File: config.mk
export PLATFORM = sky130hd
export DESIGN_NAME = pocp_cfg
export DESIGN_NICKNAME = d
export VERILOG_FILES = /design/src/hdl/pocp_pkg.sv /design/src/hdl/pocp_cfg.sv
export SDC_FILE = /design/constraint.sdc
export NUM_CORES = 1
export LEC_CHECK = 0
export BUFFER_PORTS_ARGS = -buffer_cell sky130_fd_sc_hd__buf_4
export CAP_MARGIN = 20
export CORE_MARGIN = 2
export CORE_UTILIZATION = 45
export DETAILED_ROUTE_END_ITERATION = 7
export HOLD_SLACK_MARGIN = 0.05
export PLACE_DENSITY = 0.86
export SLEW_MARGIN = 20
export SYNTH_ARGS = -nofsm -noshare
export SYNTH_HDL_FRONTEND = slang
export SYNTH_SLANG_ARGS = --single-unit
File: constraint.sdc
create_clock -name clk_i -period 0.8 [get_ports clk_i]
set_input_delay 0.16 -clock clk_i [delete_from_list [all_inputs] [get_ports clk_i]]
set_output_delay 0.16 -clock clk_i [all_outputs]
set_load 0.02 [all_outputs]
File: src/hdl/pocp_pkg.sv
`default_nettype none
// ----------------------------------------------------------------------------
// pocp_pkg - shared types and constants for periodic overlap-checked placement
// Field widths, register indexes, result codes and the control/status bundles
// passed between the controller and the datapath.
// ----------------------------------------------------------------------------
package pocp_pkg;

  // Parameter defaults
  localparam int unsigned MAX_PARTICLES_DEF = 1024;
  localparam int unsigned COORD_WIDTH_DEF   = 24;

  // Fixed field widths
  localparam int unsigned BOX_W      = 24;
  localparam int unsigned CUT_W      = 48;
  localparam int unsigned CNT_W      = 11;
  localparam int unsigned SLOT_W     = 10;
  localparam int unsigned STATUS_W   = 2;
  localparam int unsigned CFG_IDX_W  = 3;
  localparam int unsigned CFG_DATA_W = 48;

  // Clamped axis magnitude (at most 2^24), its square and the three-term sum
  localparam int unsigned MAG_W = 25;
  localparam int unsigned SQ_W  = 2 * MAG_W;
  localparam int unsigned SUM_W = SQ_W + 2;
  localparam logic [MAG_W-1:0] DIFF_CLAMP = 25'h100_0000;

  // Register reset values
  localparam logic [BOX_W-1:0] BOX_LENGTH_RST = 24'd655360;
  localparam logic [CUT_W-1:0] CUTOFF_SQ_RST  = 48'h0001_0000_0000;
  localparam logic [CNT_W-1:0] TARGET_RST     = 11'd1024;
  localparam logic [CNT_W-1:0] FIRST_TYPE_RST = 11'd1024;

  typedef enum logic [CFG_IDX_W-1:0] {
    CFG_BOX_LENGTH       = 3'd0,
    CFG_CUTOFF_SQ        = 3'd1,
    CFG_PARTICLE_TARGET  = 3'd2,
    CFG_FIRST_TYPE_COUNT = 3'd3
  } cfg_idx_e;

  typedef enum logic [STATUS_W-1:0] {
    ST_REJECT = 2'd0,
    ST_ACCEPT = 2'd1,
    ST_FULL   = 2'd2
  } status_e;

  // Controller to datapath
  typedef struct packed {
    logic    load_cand;
    logic    rd_en;
    logic    store;
    logic    load_result;
    status_e res_status;
    logic    res_type;
    logic    res_all_placed;
  } pocp_cmd_t;

  // Datapath to controller
  typedef struct packed {
    logic busy;
    logic overlap;
  } pocp_sts_t;

endpackage
`default_nettype wire

File: src/hdl/pocp_cfg.sv
`default_nettype none
// ----------------------------------------------------------------------------
// pocp_cfg - configuration register file
// Box length, cutoff, particle target and first-type count.
// ----------------------------------------------------------------------------
module pocp_cfg (
  input  wire logic                            clk_i,
  input  wire logic                            rst_ni,
  input  wire logic                            cfg_valid_i,
  output logic                                 cfg_ready_o,
  input  wire logic [pocp_pkg::CFG_IDX_W-1:0]  cfg_index_i,
  input  wire logic [pocp_pkg::CFG_DATA_W-1:0] cfg_data_i,
  output logic      [pocp_pkg::BOX_W-1:0]      box_length_o,
  output logic      [pocp_pkg::CUT_W-1:0]      cutoff_sq_o,
  output logic      [pocp_pkg::CNT_W-1:0]      particle_target_o,
  output logic      [pocp_pkg::CNT_W-1:0]      first_type_count_o
);

  logic [pocp_pkg::BOX_W-1:0] box_q,   box_d;
  logic [pocp_pkg::CUT_W-1:0] cut_q,   cut_d;
  logic [pocp_pkg::CNT_W-1:0] tgt_q,   tgt_d;
  logic [pocp_pkg::CNT_W-1:0] first_q, first_d;

  assign cfg_ready_o = 1'b1;

  always_comb begin
    box_d   = box_q;
    cut_d   = cut_q;
    tgt_d   = tgt_q;
    first_d = first_q;
    if (cfg_valid_i) begin
      unique case (cfg_index_i)
        pocp_pkg::CFG_BOX_LENGTH:       box_d   = cfg_data_i[pocp_pkg::BOX_W-1:0];
        pocp_pkg::CFG_CUTOFF_SQ:        cut_d   = cfg_data_i[pocp_pkg::CUT_W-1:0];
        pocp_pkg::CFG_PARTICLE_TARGET:  tgt_d   = cfg_data_i[pocp_pkg::CNT_W-1:0];
        pocp_pkg::CFG_FIRST_TYPE_COUNT: first_d = cfg_data_i[pocp_pkg::CNT_W-1:0];
        default: begin
          // drop writes to unmapped indexes
        end
      endcase
    end
  end

  always_ff @(posedge clk_i or negedge rst_ni) begin
    if (!rst_ni) begin
      box_q   <= pocp_pkg::BOX_LENGTH_RST;
      cut_q   <= pocp_pkg::CUTOFF_SQ_RST;
      tgt_q   <= pocp_pkg::TARGET_RST;
      first_q <= pocp_pkg::FIRST_TYPE_RST;
    end else begin
      box_q   <= box_d;
      cut_q   <= cut_d;
      tgt_q   <= tgt_d;
      first_q <= first_d;
    end
  end

  assign box_length_o       = box_q;
  assign cutoff_sq_o        = cut_q;
  assign particle_target_o  = tgt_q;
  assign first_type_count_o = first_q;

endmodule
`default_nettype wire

==> flow_metrics.py <==
metrics = {
    "finish": {
        "num-fill-cells": 332,
        "seq_area_mm2": 0.00236,
        "diodes": 0,
        "fin_area_mm2": 0.00666,
        "area_growth_pct": 83.0,
        "layout-drive-gt1-share_pct": 79.0,
        "multi_input_area_mm2": 0.00147,
        "nets": 501,
    },
    "power_and_ir_drop": {
        "ir_worst_vdd_v": 0.00149,
        "total_power_mw": 17.1,
        "p_per_area_mw_per_mm2": 2570,
        "p_leak_nw": 3.29,
    },
    "floorplanning": {
        "die_h_um": 94.0,
        "core_area_mm2": 0.00777,
        "die_x_um": 94.0,
        "io_pins": 149,
        "dieArea_mm2": 0.00883,
        "rows": 32,
        "start_util_pct": 46.9,
    },
    "sta": {
        "slew_violations": 0,
        "fin_crit_sh_pct": 149,
        "tns_ps": -43980,
        "skew_ps": 0,
        "max_freq_mhz": 841,
        "rsz0062_at_grt": "yes",
        "post-route-min-period_ps": 1190,
        "setup_violations": 188,
        "finalHoldViolCount": 0,
        "holdWs_ps": 38.0,
        "setup_ws_ps": -389,
    },
    "worst_setup_path": {
        "r2r_cells": 3,
        "worstSetupStartpointType": "register",
        "critPathMaxStageDelay_ps": 570,
        "critPathKind": "reg2out",
        "path_depth": 1,
        "crit_path_end_kind": "output port",
        "slowest_stage": "dfstp_2",
        "path_cells": "buf_6",
        "crit_path_max_fanout": 2,
        "crit_buf_inv": 1,
        "cp.arrival_ps": 1030,
        "path_delay_family": "flip-flops",
        "cp.required_ps": 640,
    },
    "cts": {
        "root_buffer": "clkbuf_8",
        "cts_max_level": 3,
        "clock_sinks": 94,
        "cts-buffers-inserted": 9,
        "clockBufferDepth": 2,
        "holdBufCountCts": 3,
        "cts_tree": "built",
        "path_clk_slew_ps": 110,
        "insertion_delay_ps": 350,
    },
    "logic_synthesis": {
        "syn_area_mm2": 0.00364,
        "ys_ff_latch": 94,
        "ys.warnings.count": 0,
        "synth_fp_nets": 257,
        "syn_area_per_cell_um2": 17.9,
        "netlist_instances": 203,
        "synth_cell_type_count": 13,
        "seq_area_frac_synth_pct": 64.8,
    },
    "grt": {
        "grt_pass1_vias": 2922,
        "grt_pass1_wl_mm": 17.4,
        "grt_overflow": 0,
        "grtUsageTotal_pct": 26.7,
        "antenna_found_initial": 0,
        "grt_max_degree": 39,
    },
    "placement": {
        "hpwl_mm": 5.83,
        "placed_area_mm2": 0.00502,
        "port_buffers": 147,
        "dp_slack_ps": -591,
        "gp_congestion": 0.694,
    },
    "outcome": {
        "violations": "negative setup slack",
        "outcome": "finished, violations left",
    },
    "detailed_routing": {
        "avgRoutedWirePerCell_um": 22.4,
        "wl_mm": 12.4,
        "drt-pass1-iter-count": 4,
        "route.detailed.drc": 0,
        "vias": 2758,
        "drt_first_iter_violations": 88,
        "viasPerCell": 4.98,
        "ant_nets": 0,
    },
    "worst_hold_path": {
        "hold_depth": 2,
        "hp-class": "in2reg",
    },
    "run": {
        "maxCapViolations": 0,
    },
}
-- logic make-up (layout without fill, tap and decap cells) --
family                 count (synthesis)  in the layout  share of synthesized area [%]
buffers and inverters                 10            259                           2.30
DFF                                   94             94                           64.8
muxes                                 94             94                           31.1
other                                  1              1                          0.103
and+or+nand+nor                        4              4                           1.68
-- layout make-up --
| cell class | count | area share (%) |
|---|---|---|
| sequential | 94 | 35.4 |
| clock inverter | 5 | 0.545 |
| timing repair buffer | 243 | 37.9 |
| multi-input combinational | 99 | 22.1 |
| clock buffer | 11 | 2.12 |
| tap | 102 | 1.92 |
-- through the flow --
step	utilization, %	std cells
floorplan	-	203
global placement	64.6	451
detailed placement	64.6	451
CTS	82.4	525
global route	85.8	554
finish	85.8	554
-- worst paths after layout --
check,startpoint,to,slack [ps]
worst max-delay path,cutoff_sq_o[32]$_DFFE_PN1P_,cutoff_sq_o[32],-390
worst min-delay path,cfg_data_i[41],cutoff_sq_o[41]$_DFFE_PN0P_,40
worst max register to register,box_length_o[9]$_DFFE_PN0P_,box_length_o[9]$_DFFE_PN0P_,-240
worst min register to register,box_length_o[12]$_DFFE_PN0P_,box_length_o[12]$_DFFE_PN0P_,540
max in group asynchronous,rst_ni,cutoff_sq_o[32]$_DFFE_PN1P_,80
min in group asynchronous,rst_ni,cutoff_sq_o[2]$_DFFE_PN0P_,370
-- registers in the layout, indices dropped and copies added, names as in the netlist --
name	count
cutoff_sq_o	48
box_length_o	24
first_type_count_o	11
particle_target_o	11
-- where the power goes --
group | total [mW] | switching (mW) | internal (mW) | leakage [nW]
clock network | 2.95 | 1.73 | 1.22 | 0.0815
registers | 6.78 | 0.941 | 5.84 | 1.12
logic | 7.40 | 2.84 | 4.56 | 2.09
total | 17.1 | 5.51 | 11.6 | 3.29
-- metal layers --
metal	up-vias	wire (um)	GRT usage [%]	part of all wire (%)
met3	8	795	8.03	6.4
met5	-	0	0	0
li1	1199	-	-	-
met2	129	6380	43.8	51
met1	1422	5180	35.4	42
met4	0	79	5.68	0.64
-- Yosys cell counts, drive strengths merged --
cell type  instances  area [um^2]
and4bb             2         28.8
buf               10         83.8
conb               1         3.75
dfrtp             89         2230
dfstp              5          131
mux2              94         1130
nand4b             1         8.76
nor4b              1         23.8
-- worst register-to-register path: stages, from the launching register on --
cell and delay, ps:
dfrtp_1 410, buf_4 140, buf_4 120, mux2_4 260
-- repair_timing --
action | CTS | global route
cloned | 9 | 0
setup endpoints to repair | 177 | 188
hold endpoints to repair | 144 | 38
resized for setup | 159 | 41
pin swaps | 3 | 2
setup buffers | 46 | 49
-- placed cells by master, fill, tap and decap left out --
cell,n
and4bb_4,2
buf_12,12
buf_16,2
buf_4,100
buf_6,118
buf_8,8
clkbuf_1,1
clkbuf_8,10
clkinv_2,1
clkinv_4,1
clkinvlp_4,3
conb_1,1
dfrtp_1,89
dfstp_2,5
dlygate4sd3_1,3
mux2_2,2
mux2_4,92
nand4b_1,1
nor4b_4,1
Power figures use the tool's default switching activity.
