==> src/hdl/pocp_pkg.sv <==
`default_nettype none
// ----------------------------------------------------------------------------
// pocp_pkg - shared types and constants for periodic overlap-checked placement
// Field widths, register indexes, result codes and the control/status bundles
// passed between the controller and the datapath.
// ----------------------------------------------------------------------------
package pocp_pkg;

  // Parameter defaults
  localparam int unsigned MAX_PARTICLES_DEF = 1024;
  localparam int unsigned COORD_WIDTH_DEF   = 24;

  // Fixed field widths
  localparam int unsigned BOX_W      = 24;
  localparam int unsigned CUT_W      = 48;
  localparam int unsigned CNT_W      = 11;
  localparam int unsigned SLOT_W     = 10;
  localparam int unsigned STATUS_W   = 2;
  localparam int unsigned CFG_IDX_W  = 3;
  localparam int unsigned CFG_DATA_W = 48;

  // Clamped axis magnitude (at most 2^24), its square and the three-term sum
  localparam int unsigned MAG_W = 25;
  localparam int unsigned SQ_W  = 2 * MAG_W;
  localparam int unsigned SUM_W = SQ_W + 2;
  localparam logic [MAG_W-1:0] DIFF_CLAMP = 25'h100_0000;

  // Register reset values
  localparam logic [BOX_W-1:0] BOX_LENGTH_RST = 24'd655360;
  localparam logic [CUT_W-1:0] CUTOFF_SQ_RST  = 48'h0001_0000_0000;
  localparam logic [CNT_W-1:0] TARGET_RST     = 11'd1024;
  localparam logic [CNT_W-1:0] FIRST_TYPE_RST = 11'd1024;

  typedef enum logic [CFG_IDX_W-1:0] {
    CFG_BOX_LENGTH       = 3'd0,
    CFG_CUTOFF_SQ        = 3'd1,
    CFG_PARTICLE_TARGET  = 3'd2,
    CFG_FIRST_TYPE_COUNT = 3'd3
  } cfg_idx_e;

  typedef enum logic [STATUS_W-1:0] {
    ST_REJECT = 2'd0,
    ST_ACCEPT = 2'd1,
    ST_FULL   = 2'd2
  } status_e;

  // Controller to datapath
  typedef struct packed {
    logic    load_cand;
    logic    rd_en;
    logic    store;
    logic    load_result;
    status_e res_status;
    logic    res_type;
    logic    res_all_placed;
  } pocp_cmd_t;

  // Datapath to controller
  typedef struct packed {
    logic busy;
    logic overlap;
  } pocp_sts_t;

endpackage
`default_nettype wire

==> src/hdl/pocp_ctrl.sv <==
`default_nettype none
// ----------------------------------------------------------------------------
// pocp_ctrl - placement controller
// Accepts a candidate, sweeps the stored particles, waits for the distance
// pipeline to drain and issues the result beat; owns the placed count.
// ----------------------------------------------------------------------------
module pocp_ctrl #(
  parameter int unsigned MAX_PARTICLES = pocp_pkg::MAX_PARTICLES_DEF
) (
  input  wire logic                              clk_i,
  input  wire logic                              rst_ni,
  input  wire logic                              in_valid_i,
  output logic                                   in_stall_o,
  output logic                                   out_valid_o,
  input  wire logic                              out_stall_i,
  input  wire logic [pocp_pkg::CNT_W-1:0]        particle_target_i,
  input  wire logic [pocp_pkg::CNT_W-1:0]        first_type_count_i,
  input  wire pocp_pkg::pocp_sts_t               sts_i,
  output pocp_pkg::pocp_cmd_t                    cmd_o,
  output logic [$clog2(MAX_PARTICLES)-1:0]       rd_addr_o,
  output logic [$clog2(MAX_PARTICLES)-1:0]       wr_addr_o,
  output logic [pocp_pkg::SLOT_W-1:0]            slot_o
);

  localparam int unsigned AW = $clog2(MAX_PARTICLES);
  localparam int unsigned CW = $clog2(MAX_PARTICLES + 1);
  localparam int unsigned XW = (CW > pocp_pkg::CNT_W) ? CW : pocp_pkg::CNT_W;

  typedef enum logic [3:0] {
    S_IDLE  = 4'b0001,
    S_SCAN  = 4'b0010,
    S_DRAIN = 4'b0100,
    S_DONE  = 4'b1000
  } state_e;

  state_e         state_q, state_d;
  logic [CW-1:0]  cnt_q,   cnt_d;
  logic [AW-1:0]  scan_q,  scan_d;
  logic           full_q,  full_d;
  logic           out_valid_q, out_valid_d;

  logic [XW-1:0]  max_x;
  logic [XW-1:0]  tgt_x;
  logic [XW-1:0]  eff_x;
  logic [XW-1:0]  cnt_x;
  logic [CW-1:0]  cnt_inc;
  logic           at_target;
  logic           all_after;
  logic           type_b;
  logic           scan_last;
  logic           out_free;

  assign max_x     = XW'(MAX_PARTICLES);
  assign tgt_x     = XW'(particle_target_i);
  assign eff_x     = (tgt_x > max_x) ? max_x : tgt_x;
  assign cnt_x     = XW'(cnt_q);
  assign cnt_inc   = cnt_q + 1'b1;
  assign at_target = (cnt_x >= eff_x);
  assign all_after = (XW'(cnt_inc) >= eff_x);
  assign type_b    = !(cnt_x < XW'(first_type_count_i));
  assign scan_last = (scan_q == AW'(cnt_q - 1'b1));
  assign out_free  = !out_valid_q || !out_stall_i;

  always_comb begin
    state_d     = state_q;
    cnt_d       = cnt_q;
    scan_d      = scan_q;
    full_d      = full_q;
    out_valid_d = out_valid_q && out_stall_i;
    cmd_o       = '0;
    slot_o      = '0;
    unique case (state_q)
      S_IDLE: begin
        if (in_valid_i) begin
          cmd_o.load_cand = 1'b1;
          full_d          = at_target;
          scan_d          = '0;
          if (at_target || (cnt_q == '0)) begin
            state_d = S_DONE;
          end else begin
            state_d = S_SCAN;
          end
        end
      end
      S_SCAN: begin
        cmd_o.rd_en = 1'b1;
        if (scan_last) begin
          state_d = S_DRAIN;
        end else begin
          scan_d = scan_q + 1'b1;
        end
      end
      S_DRAIN: begin
        if (!sts_i.busy) begin
          state_d = S_DONE;
        end
      end
      S_DONE: begin
        if (out_free) begin
          cmd_o.load_result = 1'b1;
          out_valid_d       = 1'b1;
          state_d           = S_IDLE;
          if (full_q) begin
            cmd_o.res_status     = pocp_pkg::ST_FULL;
            cmd_o.res_all_placed = 1'b1;
          end else if (sts_i.overlap) begin
            cmd_o.res_status     = pocp_pkg::ST_REJECT;
            cmd_o.res_all_placed = at_target;
          end else begin
            cmd_o.res_status     = pocp_pkg::ST_ACCEPT;
            cmd_o.store          = 1'b1;
            cmd_o.res_type       = type_b;
            cmd_o.res_all_placed = all_after;
            slot_o               = pocp_pkg::SLOT_W'(cnt_q);
            cnt_d                = cnt_inc;
          end
        end
      end
      default: begin
        state_d = S_IDLE;
      end
    endcase
  end

  always_ff @(posedge clk_i or negedge rst_ni) begin
    if (!rst_ni) begin
      state_q     <= S_IDLE;
      cnt_q       <= '0;
      scan_q      <= '0;
      full_q      <= 1'b0;
      out_valid_q <= 1'b0;
    end else begin
      state_q     <= state_d;
      cnt_q       <= cnt_d;
      scan_q      <= scan_d;
      full_q      <= full_d;
      out_valid_q <= out_valid_d;
    end
  end

  assign in_stall_o  = (state_q != S_IDLE);
  assign out_valid_o = out_valid_q;
  assign rd_addr_o   = scan_q;
  assign wr_addr_o   = cnt_q[AW-1:0];

`ifndef SYNTHESIS
  a_cnt_in_range: assert property (@(posedge clk_i) disable iff (!rst_ni)
    cnt_x <= max_x)
    else $error("placed count beyond store capacity");

  a_read_written: assert property (@(posedge clk_i) disable iff (!rst_ni)
    cmd_o.rd_en |-> (CW'(scan_q) < cnt_q))
    else $error("read of a slot that was never written");

  a_store_clean: assert property (@(posedge clk_i) disable iff (!rst_ni)
    cmd_o.store |-> (cmd_o.load_result && !full_q && !sts_i.overlap && !sts_i.busy))
    else $error("store without a clean finished scan");

  a_result_shown: assert property (@(posedge clk_i) disable iff (!rst_ni)
    cmd_o.load_result |=> (out_valid_q && (state_q == S_IDLE)))
    else $error("loaded result not presented");
`endif

endmodule
`default_nettype wire

==> config.mk <==
export PLATFORM = sky130hd
export DESIGN_NAME = pocp_ctrl
export DESIGN_NICKNAME = d
export VERILOG_FILES = /design/src/hdl/pocp_pkg.sv /design/src/hdl/pocp_ctrl.sv
export SDC_FILE = /design/constraint.sdc
export NUM_CORES = 1
export LEC_CHECK = 0
export BUFFER_PORTS_ARGS = -buffer_cell sky130_fd_sc_hd__buf_2
export CAP_MARGIN = 10
export CORE_MARGIN = 3
export CORE_UTILIZATION = 25
export CTS_CLUSTER_DIAMETER = 50
export CTS_CLUSTER_SIZE = 28
export DETAILED_ROUTE_END_ITERATION = 10
export PLACE_DENSITY_LB_ADDON = 0.15
export SLEW_MARGIN = 20
export SYNTH_ARGS = -nofsm -noshare
export SYNTH_HDL_FRONTEND = slang
export SYNTH_SLANG_ARGS = --single-unit
export TNS_END_PERCENT = 100
==> constraint.sdc <==
create_clock -name clk_i -period 4.5 [get_ports clk_i]
set_clock_uncertainty 0.15 [all_clocks]
set_input_delay 0.9 -clock clk_i [delete_from_list [all_inputs] [get_ports clk_i]]
set_output_delay 0.9 -clock clk_i [all_outputs]
set_load 0.01 [all_outputs]
==> reports/metrics.cfg, run 1 <==
[critical_path]
ff2ff_setup_slack_ns=0.94
crit_path_start_kind=register
critPathSlowestCell=dfrtp_2
crit_path_end_kind=output pin
worstPathMaxFanout=10
cp_data_required_time_ns=3.45
worstPathCellList=inv_1 -> ha_1 -> ha_1 -> a21boi_0 -> o21a_1 -> o21a_1 -> o21a_1 -> o21ai_0 -> nand2b_1 -> a2111oi_1 -> o32ai_1 -> buf_2
arrival_ns=3.13
critPathMaxStageDelay_ns=0.49
crit_type=reg -> out
crit_top_cell=o21a_1

[power]
ir_worst_vdd_uv=115
leakagePower_nw=1.61
powerDensity_mw_per_mm2=323

[timing]
tightest_slew_ns=0.700
rsz0062_at_grt=false
slew_violations=0
min_period_ns=4.18
relSlewSlack_pct=53.3
fin_ws_ns=0.321
final_hold_viol_count=0
setup_viol=0
min_period_over_period_pct=92.9
setup_tns_ns=0
clock.fmax_mhz=239

[yosys]
synthArstFlopShare_pct=100
synth.ff_latch_count=27
netlist_area_mm2=0.00281
ys_seq_area_share_pct=24.1
avgSynthCellArea_um2=8.53
syn_inst=329
synth_cell_types=60
syn-num-nets=392
synth_edf_count=0
ys.flop_type=dfrtp_1
ys.warnings.count=0

[global_route]
track_usage_pct=12.8
antenna_found_initial=0
grt_pass1_vias=2535
globalRouteOverflowTotal=0
grt_pass1_wl_um=13300
grt_max_degree=28

[clock_network]
numCtsBuffers=3
root_buffer=clkbuf_8
cts.htree.levels=1
cts_tree=built
holdBufCountCts=0
insertion_delay_ns=0.29
clock-sinks=27
clk_path_buf_depth=2
clkTransAtPathRegs_ns=0.12

[route]
dr.first_iter.drc_count=94
vias=2460
vias_per_cell=4.75
drtAntennaViolNets=0
drc_errors=0
wl_per_cell_um=15.0
firstDrtPassIters=4
drt_wl_total_um=7750

[floorplanning]
start_util_pct=25.8
dieHeight_um=112
io_pins=68
design.core.area_mm2=0.0109
core.rowCount=38
die_x_um=112
die_area_mm2=0.0125

[final_layout]
layout_commonest_cell=buf_2
drive_gt1_share_pct=23.8
antenna_cells=0
area_growth_syn_to_layout_pct=13.4
mostFrequentLayoutCells=67 x buf_2, 35 x nand2_1, 35 x ha_1
nFillCells=1200
fin_util_pct=29.2
nets=442

[placed_design]
gp_congestion=0.765
place.port_buffers=67
dp_slack_ns=0.367
hpwlAfterDp_um=5980

[job]
maxCapViolations=0

[outcome]
outcome=finished, final reports clean

[worst_hold_path]
hold_path.class=reg -> reg

## registers in the layout (all words and copies together) (netlist names)
register,flops
out_valid_o,1
full_q,1
rd_addr_o,10
state_q,4
cnt_q,11
## cell type report
cell class	instances	area [µm²]	share of cell area, %
Inverter	19	71.3	2.24
Clock buffer	3	41.3	1.30
Tap cell	140	175	5.50
Multi-Input combinational cell	255	1830	57.5
Timing Repair Buffer	73	380	11.9
Sequential cell	27	678	21.3
Clock inverter	1	7.51	0.236
## through the flow
step | power [mW] | hold WS, ns | cells | cell area (µm²)
after floorplan | 0.744 | 0.326 | 329 | 2810
after global placement | 0.883 | 0.358 | 514 | 3130
after detailed placement | 0.883 | 0.365 | 514 | 3130
after CTS | 1.05 | 0.396 | 518 | 3180
after global routing | 1.14 | 0.444 | 518 | 3180
final | 1.03 | 0.385 | 518 | 3180
## cell usage after synthesis (3+ instances only)
cell type | n | area, µm²
a211oi_1 | 3 | 22.5
a21o_1 | 5 | 37.5
a21oi_1 | 11 | 55.1
and3_1 | 12 | 75.1
buf_2 | 3 | 15.0
buf_4 | 13 | 97.6
buf_6 | 3 | 33.8
clkbuf_8 | 3 | 41.3
dfrtp_1 | 26 | 651
ha_1 | 35 | 438
inv_1 | 16 | 60.1
nand2_1 | 35 | 131
nand2b_1 | 5 | 31.3
nand3_1 | 10 | 50.1
nand4_1 | 4 | 25.0
nor2_1 | 27 | 101
nor3_1 | 6 | 30.0
o21a_1 | 7 | 52.6
o21ai_0 | 13 | 65.1
o31ai_1 | 3 | 22.5
or3_1 | 3 | 18.8
xnor2_1 | 21 | 184
xor2_1 | 16 | 140
## critical path, delay by kind of cell, from the launching register on
family	cells	cell delay (ns)
AND/OR/NAND/NOR	1	0.08
flip-flops	1	0.49
AO/OA/AOI/OAI	7	1.34
adder cells (fa/ha/maj)	2	0.65
buffers and inverters	2	0.29
## cells by family after synthesis
kind of cell	Yosys count	synth area share (%)
adder cells (fa/ha/maj)	35	15.6
AO/OA/AOI/OAI	60	14.6
AND/OR/NAND/NOR	121	22.6
buffers and inverters	47	10.7
multiplexers	2	0.758
flip-flops	27	24.1
XOR/XNOR	37	11.5
## routing by layer
layer | wire (µm) | share of wire [%] | up-vias | GRT usage [%]
met4 | 179 | 2.3 | 0 | 3.04
met2 | 3590 | 46 | 50 | 21.7
met5 | 0 | 0 | - | 0
met3 | 267 | 3.4 | 14 | 2.12
met1 | 3710 | 48 | 1161 | 17.0
li1 | - | - | 1235 | -
## path summary, 6_finish.rpt
| check | start | end | depth (start not counted) |
|---|---|---|---|
| worst min register to register | out_valid_o | out_valid_o | 2 |
| worst min-delay path | out_valid_o | out_valid_o | 2 |
| worst max register to register | cnt_q[0] | rd_addr_o[8] | 10 |
| max in group asynchronous | rst_ni | cnt_q[0] | 1 |
| worst max-delay path | cnt_q[0] | cmd_o[0] | 12 |
| min in group asynchronous | rst_ni | rd_addr_o[9] | 1 |
## where the power goes
group | internal [mW] | total, mW | switching, mW
registers | 0.282 | 0.351 | 0.0697
clock network | 0.0632 | 0.158 | 0.0943
logic | 0.242 | 0.518 | 0.276
total | 0.587 | 1.03 | 0.440
## repair_timing
action / 4_1_cts / 5_1_grt
setup endpoints to repair: 0 / 1
resized for setup: 0 / 2
setup buffers: 0 / 0
No activity file was read; power rests on OpenSTA's default activity.
==> run 2, diff against run 1 <==
Settings changed: ABC_AREA set to 1.
==> reports/metrics.cfg, run 2 <==
[timing]
min_period_ns=4.32  ; +0.145 ns
tightest_slew_ns=0.657  ; -0.0432 ns
setup_viol=0  ; unchanged
min_period_over_period_pct=96.1  ; +3.2 points
clock.fmax_mhz=231  ; -3.4%
final_hold_viol_count=0  ; unchanged
fin_ws_ns=0.176  ; -0.145 ns
relSlewSlack_pct=56.2  ; +2.9 points
holdWs_ns=0.396  ; +0.0113 ns
slew_violations=0  ; unchanged

[job]
maxCapViolations=0  ; unchanged

[critical_path]
critPathBufInv=3  ; +1
worstPathCellList=buf_2 -> or4_1 -> nor3_2 -> a21oi_1 -> inv_2 -> nand2_2 -> ha_1 -> a21oi_1 -> o21ai_1 -> a21oi_1 -> nand3_1 -> a21oi_1 -> nor2_1 -> buf_2
crit_path_end_kind=output pin
crit_path_start_kind=primary input
critPathMaxStageDelay_ns=0.53  ; +0.04 ns
cp_top_family=simple AND/OR/NAND/NOR gates
crit_type=in -> out
worstPathMaxFanout=6  ; -4
arrival_ns=3.27  ; +0.14 ns
crit_top_cell=a21oi_1
cp_data_required_time_ns=3.45  ; about the same
critPathSlowestCell=or4_1

[yosys]
ys.warnings.count=0  ; unchanged
avgSynthCellArea_um2=6.61  ; -23%
yosysTopAreaCellShare_pct=22.4  ; -0.76 points
synth_top_area_cell=dfrtp_1
synth_cell_types=34  ; -43%
synthArstFlopShare_pct=100  ; unchanged
yosys.cell_count.top_type=nand2_1
ys.flop_type=dfrtp_1
synth_edf_count=0  ; unchanged
synth.area.top_cells=dfrtp_1 22%, nand2_1 15%, ha_1 15%
synth_top_cells_by_count=117 x nand2_1, 58 x inv_1, 54 x nor2_1
syn_inst=439  ; +33%
ys_seq_area_share_pct=23.3  ; -0.79 points
synth.ff_latch_count=27  ; unchanged
netlist_area_mm2=0.00290  ; +3.4%
syn-num-nets=502  ; +28%

[global_route]
grt_pass1_vias=3034  ; +20%
globalRouteOverflowTotal=0  ; unchanged
grt_pass1_wl_um=15200  ; +15%
track_usage_pct=14.5  ; +1.7 points
antenna_found_initial=0  ; unchanged
grt_max_degree=28  ; unchanged

[floorplanning]
dieHeight_um=114  ; +1.6%
io_pins=68  ; unchanged
start_util_pct=26.2  ; +0.42 points
die_x_um=114  ; +1.6%
core.rowCount=38  ; unchanged
design.core.area_mm2=0.0111  ; +1.7%
die_area_mm2=0.0129  ; +3.2%

[route]
firstDrtPassIters=4  ; unchanged
vias_per_cell=4.57  ; -3.8%
dr.first_iter.drc_count=110  ; +17%
drtAntennaViolNets=0  ; unchanged
drc_errors=0  ; unchanged
vias=2957  ; +20%
drt_wl_total_um=9020  ; +16%
wl_per_cell_um=13.9  ; -6.8%

[worst_hold_path]
hold_path.class=reg -> reg

[final_layout]
mostFrequentLayoutCells=112 x nand2_1, 67 x buf_2, 57 x inv_1
area_growth_syn_to_layout_pct=22.1
regMostFlops=cnt_q
nFillCells=1243  ; +3.6%
largest_reg_flops=11  ; unchanged
fin_util_pct=32.0  ; +2.7 points
drive_gt1_share_pct=22.1  ; -1.7 points
layout_commonest_cell=nand2_1
antenna_cells=0  ; unchanged
design_area_mm2=0.00354  ; +11%
nets=571  ; +29%

[clock_network]
insertion_delay_ns=0.27  ; -0.02 ns
numCtsBuffers=3  ; unchanged
clkTransAtPathRegs_ns=0.07  ; -0.05 ns
cts_tree=built
cts.htree.levels=1  ; unchanged
clk_path_buf_depth=2  ; unchanged
clock-sinks=27  ; unchanged
root_buffer=clkbuf_16

[power]
report.power.total_mw=2.07  ; +100%
powerDensity_mw_per_mm2=585  ; +81%
leakagePower_nw=1.89  ; +18%
ir_worst_vdd_uv=191  ; +67%

[placed_design]
dp_slack_ns=0.137  ; -0.231 ns
gp_congestion=0.829  ; +8.3%
hpwlAfterDp_um=7210  ; +21%
place.port_buffers=67  ; unchanged
placed_cell_area_mm2=0.00337  ; +7.7%

[outcome]
outcome=finished, final reports clean

## run 2: cell type report
class                   instances  area (µm²)  share of cell area, %
inverters                      63         236                   6.68
clock buffers                   4        78.8                   2.23
well taps                     140         175                   4.95
multi-input cells             334        1950                   55.0
flip-flops and latches         27         677                   19.1
repair buffers                 79         425                   12.0
## run 2: cells by family after synthesis
group	synth area share, %
AOI/OAI and AO/OA	8.11
xor gates and xnor gates	5.43
adders and majority gates	15.1
buffers and inverters	12.1
DFF	23.3
and+or+nand+nor	36.0
## run 2: per-stage QoR
stage | setup TNS [ns] | cells
after global routing | -0.0113 | 647
after CTS | 0 | 645
after detailed placement | 0 | 641
after floorplan | 0 | 439
after global placement | 0 | 641
final | 0 | 647
## run 2: timing repair
item                                   CTS  global route
buffers inserted                         0             2
setup endpoints to repair                0             1
hold buffers                             0             0
endpoints found under the hold margin    0             0
resized for setup                        0            17
## run 2: worst register-to-register path: stages, from the launching register on
cell     delay, ns
dfrtp_1       0.35
buf_4         0.21
inv_2         0.13
ha_1          0.40
xnor2_1       0.16
nor2_1        0.10
nand2_1       0.06
nor2_1        0.10
nand3_1       0.09
nor2_2        0.16
nand3_4       0.17
nand2_4       0.17
nand2_1       0.07
nand2_1       0.06
## run 2: power by group
part           internal (mW)  leakage [nW]  switching [mW]  total, mW
clock network          0.122        0.0382          0.0893      0.211
registers              0.323         0.347          0.0809      0.404
logic                  0.549          1.51           0.907       1.46
## run 2: routing by layer
| metal | track usage, % | up-vias | routed length (µm) | share of wire, % |
|---|---|---|---|---|
| li1 | - | 1546 | - | - |
| met1 | 19.8 | 1339 | 4320 | 48 |
| met2 | 24.5 | 66 | 4150 | 46 |
| met3 | 2.02 | 6 | 440 | 4.9 |
| met4 | 2.96 | 0 | 112 | 1.2 |
| met5 | 0 | - | 0 | 0 |
## run 2: path summary, 6_finish.rpt
check | start | endpoint | slack (ns) | depth (start not counted)
worst min-delay path | out_valid_o | out_valid_o | 0.40 | 2
min in group asynchronous | rst_ni | rd_addr_o[5] | 0.51 | 1
max in group asynchronous | rst_ni | out_valid_o | 3.27 | 1
worst max register to register | cnt_q[0] | rd_addr_o[0] | 2.06 | 13
worst min register to register | out_valid_o | out_valid_o | 0.40 | 2
worst max-delay path | particle_target_i[1] | cmd_o[0] | 0.18 | 14
